[src/sv/deq_pkg.sv]
`timescale 1ns / 1ps

package deq_pkg;

  localparam int unsigned DEPTH     = 64;
  localparam int unsigned WORD_BITS = 32;
  localparam int unsigned IDX_BITS  = $clog2(DEPTH);
  localparam int unsigned CNT_BITS  = $clog2(DEPTH + 1);
  localparam int unsigned OP_BITS   = 3;
  localparam int unsigned ST_BITS   = 2;

  typedef enum logic [OP_BITS-1:0] {
    OP_PUSH_FRONT = 3'd0,
    OP_PUSH_BACK  = 3'd1,
    OP_POP_FRONT  = 3'd2,
    OP_POP_BACK   = 3'd3,
    OP_QUERY      = 3'd4
  } op_e;

  typedef enum logic [ST_BITS-1:0] {
    ST_DONE  = 2'd0,
    ST_EMPTY = 2'd1,
    ST_FULL  = 2'd2
  } status_e;

  // sequencer: idle takes a word, fetch waits on the RAM read after a pop
  typedef enum logic {
    S_IDLE  = 1'b0,
    S_FETCH = 1'b1
  } seq_e;

  typedef struct packed {
    logic signed [WORD_BITS-1:0] popped_word;
    status_e                     status;
    logic [CNT_BITS-1:0]         entry_count;
    logic                        is_empty;
    logic signed [WORD_BITS-1:0] front_word;
    logic signed [WORD_BITS-1:0] back_word;
  } result_t;

endpackage

[src/sv/deq_if.sv]
`timescale 1ns / 1ps

interface deq_req_if import deq_pkg::*; ();
  logic                        valid;
  logic                        ready;
  logic [OP_BITS-1:0]          operation;
  logic signed [WORD_BITS-1:0] push_word;

  modport source (output valid, output operation, output push_word, input ready);
  modport sink   (input valid, input operation, input push_word, output ready);
endinterface

interface deq_rsp_if import deq_pkg::*; ();
  logic                        valid;
  logic                        ready;
  logic signed [WORD_BITS-1:0] popped_word;
  logic [ST_BITS-1:0]          status;
  logic [CNT_BITS-1:0]         entry_count;
  logic                        is_empty;
  logic signed [WORD_BITS-1:0] front_word;
  logic signed [WORD_BITS-1:0] back_word;

  modport source (output valid, output popped_word, output status, output entry_count,
                  output is_empty, output front_word, output back_word, input ready);
  modport sink   (input valid, input popped_word, input status, input entry_count,
                  input is_empty, input front_word, input back_word, output ready);
endinterface

[src/sv/double_ended_queue.sv]
`timescale 1ns / 1ps
// Timing: a result is registered into the output stage, or the skid stage while the
//   output is held; a pop leaving two or more words first reads the new end from RAM.
// Throughput: one word per cycle while the skid stage is free; such pops hold off new
//   words in the fetch state, since the word store has a single registered read port.
// Reset: asynchronous, clears pointers, count, sequencer and output valids;
//   the word store is not cleared (no clearing pass).

module double_ended_queue import deq_pkg::*; (
  input  logic         clk_i,
  input  logic         rst_ni,
  deq_req_if.sink      req_i,
  deq_rsp_if.source    rsp_o
);

  // modular pointer steps, valid for any depth
  function automatic logic [IDX_BITS-1:0] idx_inc(input logic [IDX_BITS-1:0] i);
    return (i == IDX_BITS'(DEPTH - 1)) ? '0 : i + 1'b1;
  endfunction

  function automatic logic [IDX_BITS-1:0] idx_dec(input logic [IDX_BITS-1:0] i);
    return (i == '0) ? IDX_BITS'(DEPTH - 1) : i - 1'b1;
  endfunction

  // sequencer and queue state
  seq_e                  state_q, state_d;
  logic [IDX_BITS-1:0]   front_idx_q, front_idx_d;
  logic [IDX_BITS-1:0]   back_idx_q, back_idx_d;
  logic [CNT_BITS-1:0]   count_q, count_d;

  // end words are cached so only a pop that leaves two or more words waits on the RAM for them
  logic [WORD_BITS-1:0]  front_q, front_d;
  logic [WORD_BITS-1:0]  back_q, back_d;

  // pending fetch: which end is refilled, and the popped word held meanwhile
  logic                  fetch_front_q, fetch_front_d;
  logic [WORD_BITS-1:0]  popped_q, popped_d;

  // output register plus skid stage
  result_t               out_q, skid_q;
  logic                  out_vld_q, skid_vld_q;

  // RAM port
  logic                  ram_we, ram_re;
  logic [IDX_BITS-1:0]   ram_waddr, ram_raddr;
  logic [WORD_BITS-1:0]  ram_wdata, ram_rdata;

  logic                  accept;
  logic                  drain;
  logic                  res_vld;
  logic [WORD_BITS-1:0]  res_popped;
  status_e               res_status;
  result_t               res;

  deq_ram #(
    .WIDTH (WORD_BITS),
    .DEPTH (DEPTH)
  ) u_store (
    .clk_i   (clk_i),
    .we_i    (ram_we),
    .waddr_i (ram_waddr),
    .wdata_i (ram_wdata),
    .re_i    (ram_re),
    .raddr_i (ram_raddr),
    .rdata_o (ram_rdata)
  );

  // new words only while idle and the skid is free, so every result has a place
  assign req_i.ready = (state_q == S_IDLE) && !skid_vld_q;
  assign accept      = req_i.valid && req_i.ready;
  assign drain       = out_vld_q && rsp_o.ready;

  always_comb begin
    state_d       = state_q;
    front_idx_d   = front_idx_q;
    back_idx_d    = back_idx_q;
    count_d       = count_q;
    front_d       = front_q;
    back_d        = back_q;
    fetch_front_d = fetch_front_q;
    popped_d      = popped_q;
    ram_we        = 1'b0;
    ram_waddr     = front_idx_q;
    ram_wdata     = req_i.push_word;
    ram_re        = 1'b0;
    ram_raddr     = front_idx_q;
    res_vld       = 1'b0;
    res_popped    = '0;
    res_status    = ST_DONE;

    unique case (state_q)
      S_IDLE: begin
        if (accept) begin
          res_vld = 1'b1;
          unique case (op_e'(req_i.operation))
            OP_PUSH_FRONT: begin
              if (count_q == CNT_BITS'(DEPTH)) begin
                res_status = ST_FULL;
              end else begin
                ram_we      = 1'b1;
                ram_waddr   = idx_dec(front_idx_q);
                front_idx_d = idx_dec(front_idx_q);
                count_d     = count_q + 1'b1;
                front_d     = req_i.push_word;
                if (count_q == '0) begin
                  back_d = req_i.push_word;
                end
              end
            end
            OP_PUSH_BACK: begin
              if (count_q == CNT_BITS'(DEPTH)) begin
                res_status = ST_FULL;
              end else begin
                ram_we     = 1'b1;
                ram_waddr  = idx_inc(back_idx_q);
                back_idx_d = idx_inc(back_idx_q);
                count_d    = count_q + 1'b1;
                back_d     = req_i.push_word;
                if (count_q == '0) begin
                  front_d = req_i.push_word;
                end
              end
            end
            OP_POP_FRONT: begin
              if (count_q == '0) begin
                res_status = ST_EMPTY;
              end else begin
                res_popped  = front_q;
                front_idx_d = idx_inc(front_idx_q);
                count_d     = count_q - 1'b1;
                if (count_q == CNT_BITS'(2)) begin
                  front_d = back_q;
                end else if (count_q > CNT_BITS'(2)) begin
                  // new front lies only in the store
                  ram_re        = 1'b1;
                  ram_raddr     = idx_inc(front_idx_q);
                  fetch_front_d = 1'b1;
                  popped_d      = front_q;
                  res_vld       = 1'b0;
                  state_d       = S_FETCH;
                end
              end
            end
            OP_POP_BACK: begin
              if (count_q == '0) begin
                res_status = ST_EMPTY;
              end else begin
                res_popped = back_q;
                back_idx_d = idx_dec(back_idx_q);
                count_d    = count_q - 1'b1;
                if (count_q == CNT_BITS'(2)) begin
                  back_d = front_q;
                end else if (count_q > CNT_BITS'(2)) begin
                  ram_re        = 1'b1;
                  ram_raddr     = idx_dec(back_idx_q);
                  fetch_front_d = 1'b0;
                  popped_d      = back_q;
                  res_vld       = 1'b0;
                  state_d       = S_FETCH;
                end
              end
            end
            default: begin
              // query, and the unused codes which behave alike
            end
          endcase
        end
      end
      S_FETCH: begin
        res_vld    = 1'b1;
        res_popped = popped_q;
        if (fetch_front_q) begin
          front_d = ram_rdata;
        end else begin
          back_d = ram_rdata;
        end
        state_d = S_IDLE;
      end
      default: begin
        state_d = S_IDLE;
      end
    endcase
  end

  // result reflects the state after the operation
  always_comb begin
    res.popped_word = res_popped;
    res.status      = res_status;
    res.entry_count = count_d;
    res.is_empty    = (count_d == '0);
    res.front_word  = (count_d == '0) ? '0 : front_d;
    res.back_word   = (count_d == '0) ? '0 : back_d;
  end

  always_ff @(posedge clk_i or negedge rst_ni) begin
    if (!rst_ni) begin
      state_q       <= S_IDLE;
      front_idx_q   <= '0;
      back_idx_q    <= IDX_BITS'(DEPTH - 1);
      count_q       <= '0;
      fetch_front_q <= 1'b0;
      out_vld_q     <= 1'b0;
      skid_vld_q    <= 1'b0;
    end else begin
      state_q       <= state_d;
      front_idx_q   <= front_idx_d;
      back_idx_q    <= back_idx_d;
      count_q       <= count_d;
      fetch_front_q <= fetch_front_d;
      if (drain || !out_vld_q) begin
        if (skid_vld_q) begin
          out_vld_q  <= 1'b1;
          skid_vld_q <= res_vld;
        end else begin
          out_vld_q  <= res_vld;
        end
      end else if (res_vld) begin
        skid_vld_q <= 1'b1;
      end
    end
  end

  // payload: end-word cache and output words
  always_ff @(posedge clk_i) begin
    front_q  <= front_d;
    back_q   <= back_d;
    popped_q <= popped_d;
    if (drain || !out_vld_q) begin
      if (skid_vld_q) begin
        out_q  <= skid_q;
        skid_q <= res;
      end else begin
        out_q  <= res;
      end
    end else if (res_vld) begin
      skid_q <= res;
    end
  end

  assign rsp_o.valid       = out_vld_q;
  assign rsp_o.popped_word = out_q.popped_word;
  assign rsp_o.status      = out_q.status;
  assign rsp_o.entry_count = out_q.entry_count;
  assign rsp_o.is_empty    = out_q.is_empty;
  assign rsp_o.front_word  = out_q.front_word;
  assign rsp_o.back_word   = out_q.back_word;

  // skid only fills behind a held output word
  a_skid_behind_out: assert property (@(posedge clk_i) disable iff (!rst_ni)
    skid_vld_q |-> out_vld_q)
    else $error("skid stage valid with output register empty");

  // count stays within the store
  a_count_bound: assert property (@(posedge clk_i) disable iff (!rst_ni)
    count_q <= CNT_BITS'(DEPTH))
    else $error("held count beyond depth");

  // a fetch always follows an accepted pop that reads the store
  a_fetch_after_pop: assert property (@(posedge clk_i) disable iff (!rst_ni)
    accept && ram_re |=> state_q == S_FETCH)
    else $error("store read without fetch cycle");

  // a result never arrives with both output stages full and held
  a_no_overflow: assert property (@(posedge clk_i) disable iff (!rst_ni)
    res_vld && skid_vld_q |-> drain)
    else $error("result lost: output stages full");

  // the store is never written and read in one cycle
  a_no_rw_clash: assert property (@(posedge clk_i) disable iff (!rst_ni)
    !(ram_we && ram_re))
    else $error("store written and read together");

endmodule

[src/sv/deq_ram.sv]
`timescale 1ns / 1ps

module deq_ram #(
  parameter int unsigned WIDTH = 32,
  parameter int unsigned DEPTH = 64
) (
  input  logic                     clk_i,
  input  logic                     we_i,
  input  logic [$clog2(DEPTH)-1:0] waddr_i,
  input  logic [WIDTH-1:0]         wdata_i,
  input  logic                     re_i,
  input  logic [$clog2(DEPTH)-1:0] raddr_i,
  output logic [WIDTH-1:0]         rdata_o
);

  logic [WIDTH-1:0] mem_q [DEPTH];
  logic [WIDTH-1:0] rdata_q;

  always_ff @(posedge clk_i) begin
    if (we_i) begin
      mem_q[waddr_i] <= wdata_i;
    end
    if (re_i) begin
      rdata_q <= mem_q[raddr_i];
    end
  end

  assign rdata_o = rdata_q;

endmodule
[src/flat_wrapper.sv]
// flat-port wrapper written by rule: the top's interface ports become plain ports
module double_ended_queue_flat import deq_pkg::*;
  (clk_i, rst_ni, req_i_valid, req_i_operation, req_i_push_word, req_i_ready, rsp_o_valid, rsp_o_popped_word, rsp_o_status, rsp_o_entry_count, rsp_o_is_empty, rsp_o_front_word, rsp_o_back_word, rsp_o_ready);
  deq_req_if req_i_i ();
  deq_rsp_if rsp_o_i ();
  input  logic clk_i;
  input  logic rst_ni;
  input wire logic [$bits(req_i_i.valid)-1:0] req_i_valid;
  input wire logic [$bits(req_i_i.operation)-1:0] req_i_operation;
  input wire logic [$bits(req_i_i.push_word)-1:0] req_i_push_word;
  output wire logic [$bits(req_i_i.ready)-1:0] req_i_ready;
  output wire logic [$bits(rsp_o_i.valid)-1:0] rsp_o_valid;
  output wire logic [$bits(rsp_o_i.popped_word)-1:0] rsp_o_popped_word;
  output wire logic [$bits(rsp_o_i.status)-1:0] rsp_o_status;
  output wire logic [$bits(rsp_o_i.entry_count)-1:0] rsp_o_entry_count;
  output wire logic [$bits(rsp_o_i.is_empty)-1:0] rsp_o_is_empty;
  output wire logic [$bits(rsp_o_i.front_word)-1:0] rsp_o_front_word;
  output wire logic [$bits(rsp_o_i.back_word)-1:0] rsp_o_back_word;
  input wire logic [$bits(rsp_o_i.ready)-1:0] rsp_o_ready;
  assign req_i_i.valid = req_i_valid;
  assign req_i_i.operation = req_i_operation;
  assign req_i_i.push_word = req_i_push_word;
  assign req_i_ready = req_i_i.ready;
  assign rsp_o_valid = rsp_o_i.valid;
  assign rsp_o_popped_word = rsp_o_i.popped_word;
  assign rsp_o_status = rsp_o_i.status;
  assign rsp_o_entry_count = rsp_o_i.entry_count;
  assign rsp_o_is_empty = rsp_o_i.is_empty;
  assign rsp_o_front_word = rsp_o_i.front_word;
  assign rsp_o_back_word = rsp_o_i.back_word;
  assign rsp_o_i.ready = rsp_o_ready;
  double_ended_queue u_core (.clk_i(clk_i), .rst_ni(rst_ni), .req_i(req_i_i), .rsp_o(rsp_o_i));
endmodule
[config.mk]
export PLATFORM = sky130hd
export DESIGN_NAME = double_ended_queue_flat
export DESIGN_NICKNAME = d
export VERILOG_FILES = /design/src/sv/deq_pkg.sv /design/src/sv/deq_if.sv /design/src/sv/double_ended_queue.sv /design/src/sv/deq_ram.sv /design/src/flat_wrapper.sv
export SDC_FILE = /design/constraint.sdc
export NUM_CORES = 2
export LEC_CHECK = 0
export ABC_AREA = 0
export BUFFER_PORTS_ARGS = -buffer_cell sky130_fd_sc_hd__buf_4
export CAP_MARGIN = 25
export CORE_UTILIZATION = 30
export CTS_CLUSTER_DIAMETER = 200
export DETAILED_ROUTE_END_ITERATION = 10
export MAX_ROUTING_LAYER = met4
export PLACE_DENSITY_LB_ADDON = 0.3
export RECOVER_POWER = 100
export SYNTH_ARGS = -nofsm -noshare
export SYNTH_HDL_FRONTEND = slang
export SYNTH_SLANG_ARGS = --single-unit
[constraint.sdc]
create_clock -name clk_i -period 11.2 [get_ports clk_i]
set_input_delay 0.56 -clock clk_i [delete_from_list [all_inputs] [get_ports clk_i]]
set_output_delay 0.56 -clock clk_i [all_outputs]
set_load 0.03 [all_outputs]
==> results by group <==
Setup path
  – Critical path class: input port to flop
  – Worst-path maximum fanout: 47
  – CP startpoint: req_i_operation[0]
  – RR Startpoint: u_core.state_q
  – Worst setup EP type: flop
  – Critical path launch point type: input port
  – Critical Path RT: between 10 and 15 ns
  – Critical Path AT: between 9 and 10 ns

Synthesis
  – Yosys top cell by area: edfxtp_1
  – Synth area leaders: edfxtp_1 (73%), mux4_2 (6.5%), nand2_1 (4.1%)
  – Post-synthesis xor/xnor area fraction: 0.0007282
  – Area share of fa/ha/maj cells after synthesis: 0.001300
  – Post-synthesis cell area: 96210 um2
  – Synth Area in Simple Gates: 0.07028
  – Post-synth ARST share: 0.009540
  – Mux cell area share after synthesis: 0.09065
  – Post-synth top area share: 0.7253
  – Post-synth EDFFs: approximately 2300
  – Seq cells post-synth: 2411
  – Post-synthesis cell type count: 79
  – Post-Synthesis Cells: 6099
  – Main combinational cell family by area after synthesis: multiplexers
  – Syn_nets: 6148
  – Synth warnings: 0
  – Seq/Total Area, Yosys: 0.7447
  – Top_reg_cell synth: edfxtp_1
  – Mapped Avg Cell Area: approximately 16 um2
  – Complex-gate fraction of the synthesized area: 0.07119

Power and ir drop
  – Power Total: 26980 uW
  – PD cells: 244.7 nW/um2
  – Leak Pwr: 0.03525 uW
  – Max VDD drop: 0.2579 mV

CTS
  – Clk buf depth: 4
  – Worst-skew pair later-pin latency: 0.93 ns
  – PostCTS Resize Cnt: 0
  – Sink Count: 2411
  – Buffer count from post-CTS setup fixing: 0
  – Clk slew on worst S/H paths: around 0.06 ns
  – CTS tree: yes
  – H-tree depth: 5
  – CTS root buffer: clkbuf_16
  – Total CTS buffers: 278

Layout
  – Footprint of the multi-input gates: 22990 um2
  – Layout cells sized above 1: 0.1302
  – Finished layout cell area: 110300 um2
  – Most frequent cells in the layout: edfxtp_1 (2324), nand2_1 (1056), a21oi_1 (350), clkbuf_1 (297), clkbuf_16 (284)
  – Final #Nets: 6357
  – Fillcell total: 30290
  – Register area: 71660 um2
  – Synthesis-to-finish area growth: 14.60%
  – Most common cell after layout, fill and taps aside: edfxtp_1
  – Final core utilization: 0.3461

Floorplanning
  – Die width: 568.3 um
  – Core area: 318600 um2
  – Initial core utilization: 0.3020
  – Die height: 568.3 um
  – DIE AREA: 323000 um2
  – Ports: 147
  – # rows: 207

Timing
  – Worst-Margin Slew: 3.892 ns
  – Skew final: 0.07330 ns
  – Post-layout minimum cycle time: 8.815 ns
  – Setup TNS: 0 ns
  – Slew margin rel.: -1.595
  – Number of max-slew violations in the final report: 4429
  – Unrepaired setup endpoints after global routing: false
  – Setup violations, final: 0
  – Fin worst setup slack: 2.385 ns
  – Crit share post-route: 0.7871
  – Fmax: 113.4 MHz
  – Final hold violation count: 0

GRT
  – Initial antenna violation count: 22
  – Gr ovfl total: 0
  – Number of global-route vias before repair: 54240
  – First-pass GRT wire length: between 400000 and 500000 um
  – Total GRT Usage: 0.1791
  – Largest net degree at the start of global routing: roughly 140

Place
  – Post-DP Area: just over 100000 um2
  – Post-DP HPWL: 161500 um
  – Place WS: 4.887 ns
  – RePlAce Congestion: 0.8379
  – Port bufs: 146

Route
  – Iteration-0 DRC Markers: 7475
  – Met3 routed WL: around 24000 um
  – DR top layer: met4
  – DRC violations left: 0
  – Post-Route WL: 288200 um
  – Met1 WL: 128500 um
  – Vias: around 57000
  – Met2 WL: 130300 um
  – Post-route ant nets: 0
  – DRT Pass-1 Iters: 6
  – DR WL/cell: 26.96 um
  – Vias per std cell: 5.305

Worst hold path
  – Hold wc startpoint: rsp_o_ready
  – Worst min-delay path category: input port to flop

Outcome
  – Failing checks: capacitance limit, slew limit
  – Outcome: finished, violations left

Run
  – Max-cap violation count: 116
-- final timing paths --
path,to,slack (ns),cells after the start
min in group asynchronous,u_core.front_idx_q[3],0.63,2
max reg2reg,u_core.u_store.mem_q[63][17],2.75,10
min reg2reg,u_core.rsp_o.back_word[24],0.52,2
max,u_core.u_store.mem_q[63][17],2.38,9
max in group asynchronous,u_core.fetch_front_q,9.38,2
min,u_core.skid_vld_q,0.06,4
-- worst max-delay path, cell delays in order --
cell      delay (ns)
clkbuf_1        2.45
inv_1           1.19
nor3_1          0.61
nor2_1          0.17
o22a_1          0.25
nor2_1          0.34
nand2_1         0.59
nor2_4          0.31
clkbuf_1        2.67
-- per-layer routing --
metal  global-route usage  vias up
li1                     -    24120
met1               0.2578    29660
met2               0.2671     2522
met3              0.03049      394
met4              0.03396        0
met5                    -        -
-- cells in the mapped netlist (9+ instances only) --
cell,n
a311oi_1,53
dfxtp_1,64
a32o_1,16
or4_1,17
o31ai_1,62
buf_4,20
ha_1,10
nand3_1,126
inv_1,80
nand4_1,37
o21ai_0,251
a22oi_1,153
buf_6,14
buf_2,72
a21oi_1,351
clkbuf_1,241
mux4_2,279
nor3_1,30
edfxtp_1,2324
nor2_1,175
dfrtp_1,17
a221oi_1,17
nand2_1,1057
buf_1,42
o22ai_1,68
a22o_1,17
nand2b_1,11
nor4_1,32
nor2b_1,9
o2bb2ai_1,30
mux2i_1,193
mux2_2,42
and3_1,72
-- kinds of logic after synthesis --
| kind of cell | count (synthesis) |
|---|---|
| compound gates | 1090 |
| xor+xnor | 8 |
| fa+ha+maj | 10 |
| buf+inv | 470 |
| flops | 2411 |
| mux | 516 |
| simple gates | 1594 |
-- where the power goes --
part	internal (uW)	total (uW)	leakage [uW]	switching, uW
logic	2410	7210	0.00919	4790
registers	10700	11200	0.0220	456
clock network	5020	8570	0.00410	3550
-- registers in the layout, summed over array words and instances, names as in the netlist, 2 cells and up --
name,count
u_core.skid_q,106
u_core.u_store.rdata_o,32
u_core.rsp_o.entry_count,7
u_core.front_idx_q,6
u_core.count_q,7
u_core.u_store.mem_q,2048
u_core.rsp_o.back_word,32
u_core.rsp_o.front_word,32
u_core.rsp_o.popped_word,32
u_core.back_idx_q,6
u_core.front_q,32
u_core.rsp_o.status,2
u_core.back_q,32
u_core.popped_q,32
-- what timing repair did --
action | 4_1_cts | 5_1_grt
hold buffers | 1 | 0
hold endpoints to repair | 23 | 0
endpoints found under the setup margin | 0 | 0
-- through the flow --
stage | instances | hold slack [ns]
finish | 10690 | 0.05551
global placement | 10200 | 0.4966
detailed placement | 10200 | 0.5085
global route | 10690 | 0.06887
CTS | 10680 | 0.005546
floorplan | 6099 | 0.2644
-- area by class of cell --
cell class	count	share of cell area
multi-input cells	3218	0.2086
flip-flops and latches	2411	0.6499
diodes	7	0.0001589
inverters	81	0.002769
clock inverters	122	0.009362
clock buffers	350	0.06697
well taps	4180	0.04743
repair buffers	318	0.01484
(Power assumes the default switching activity.)
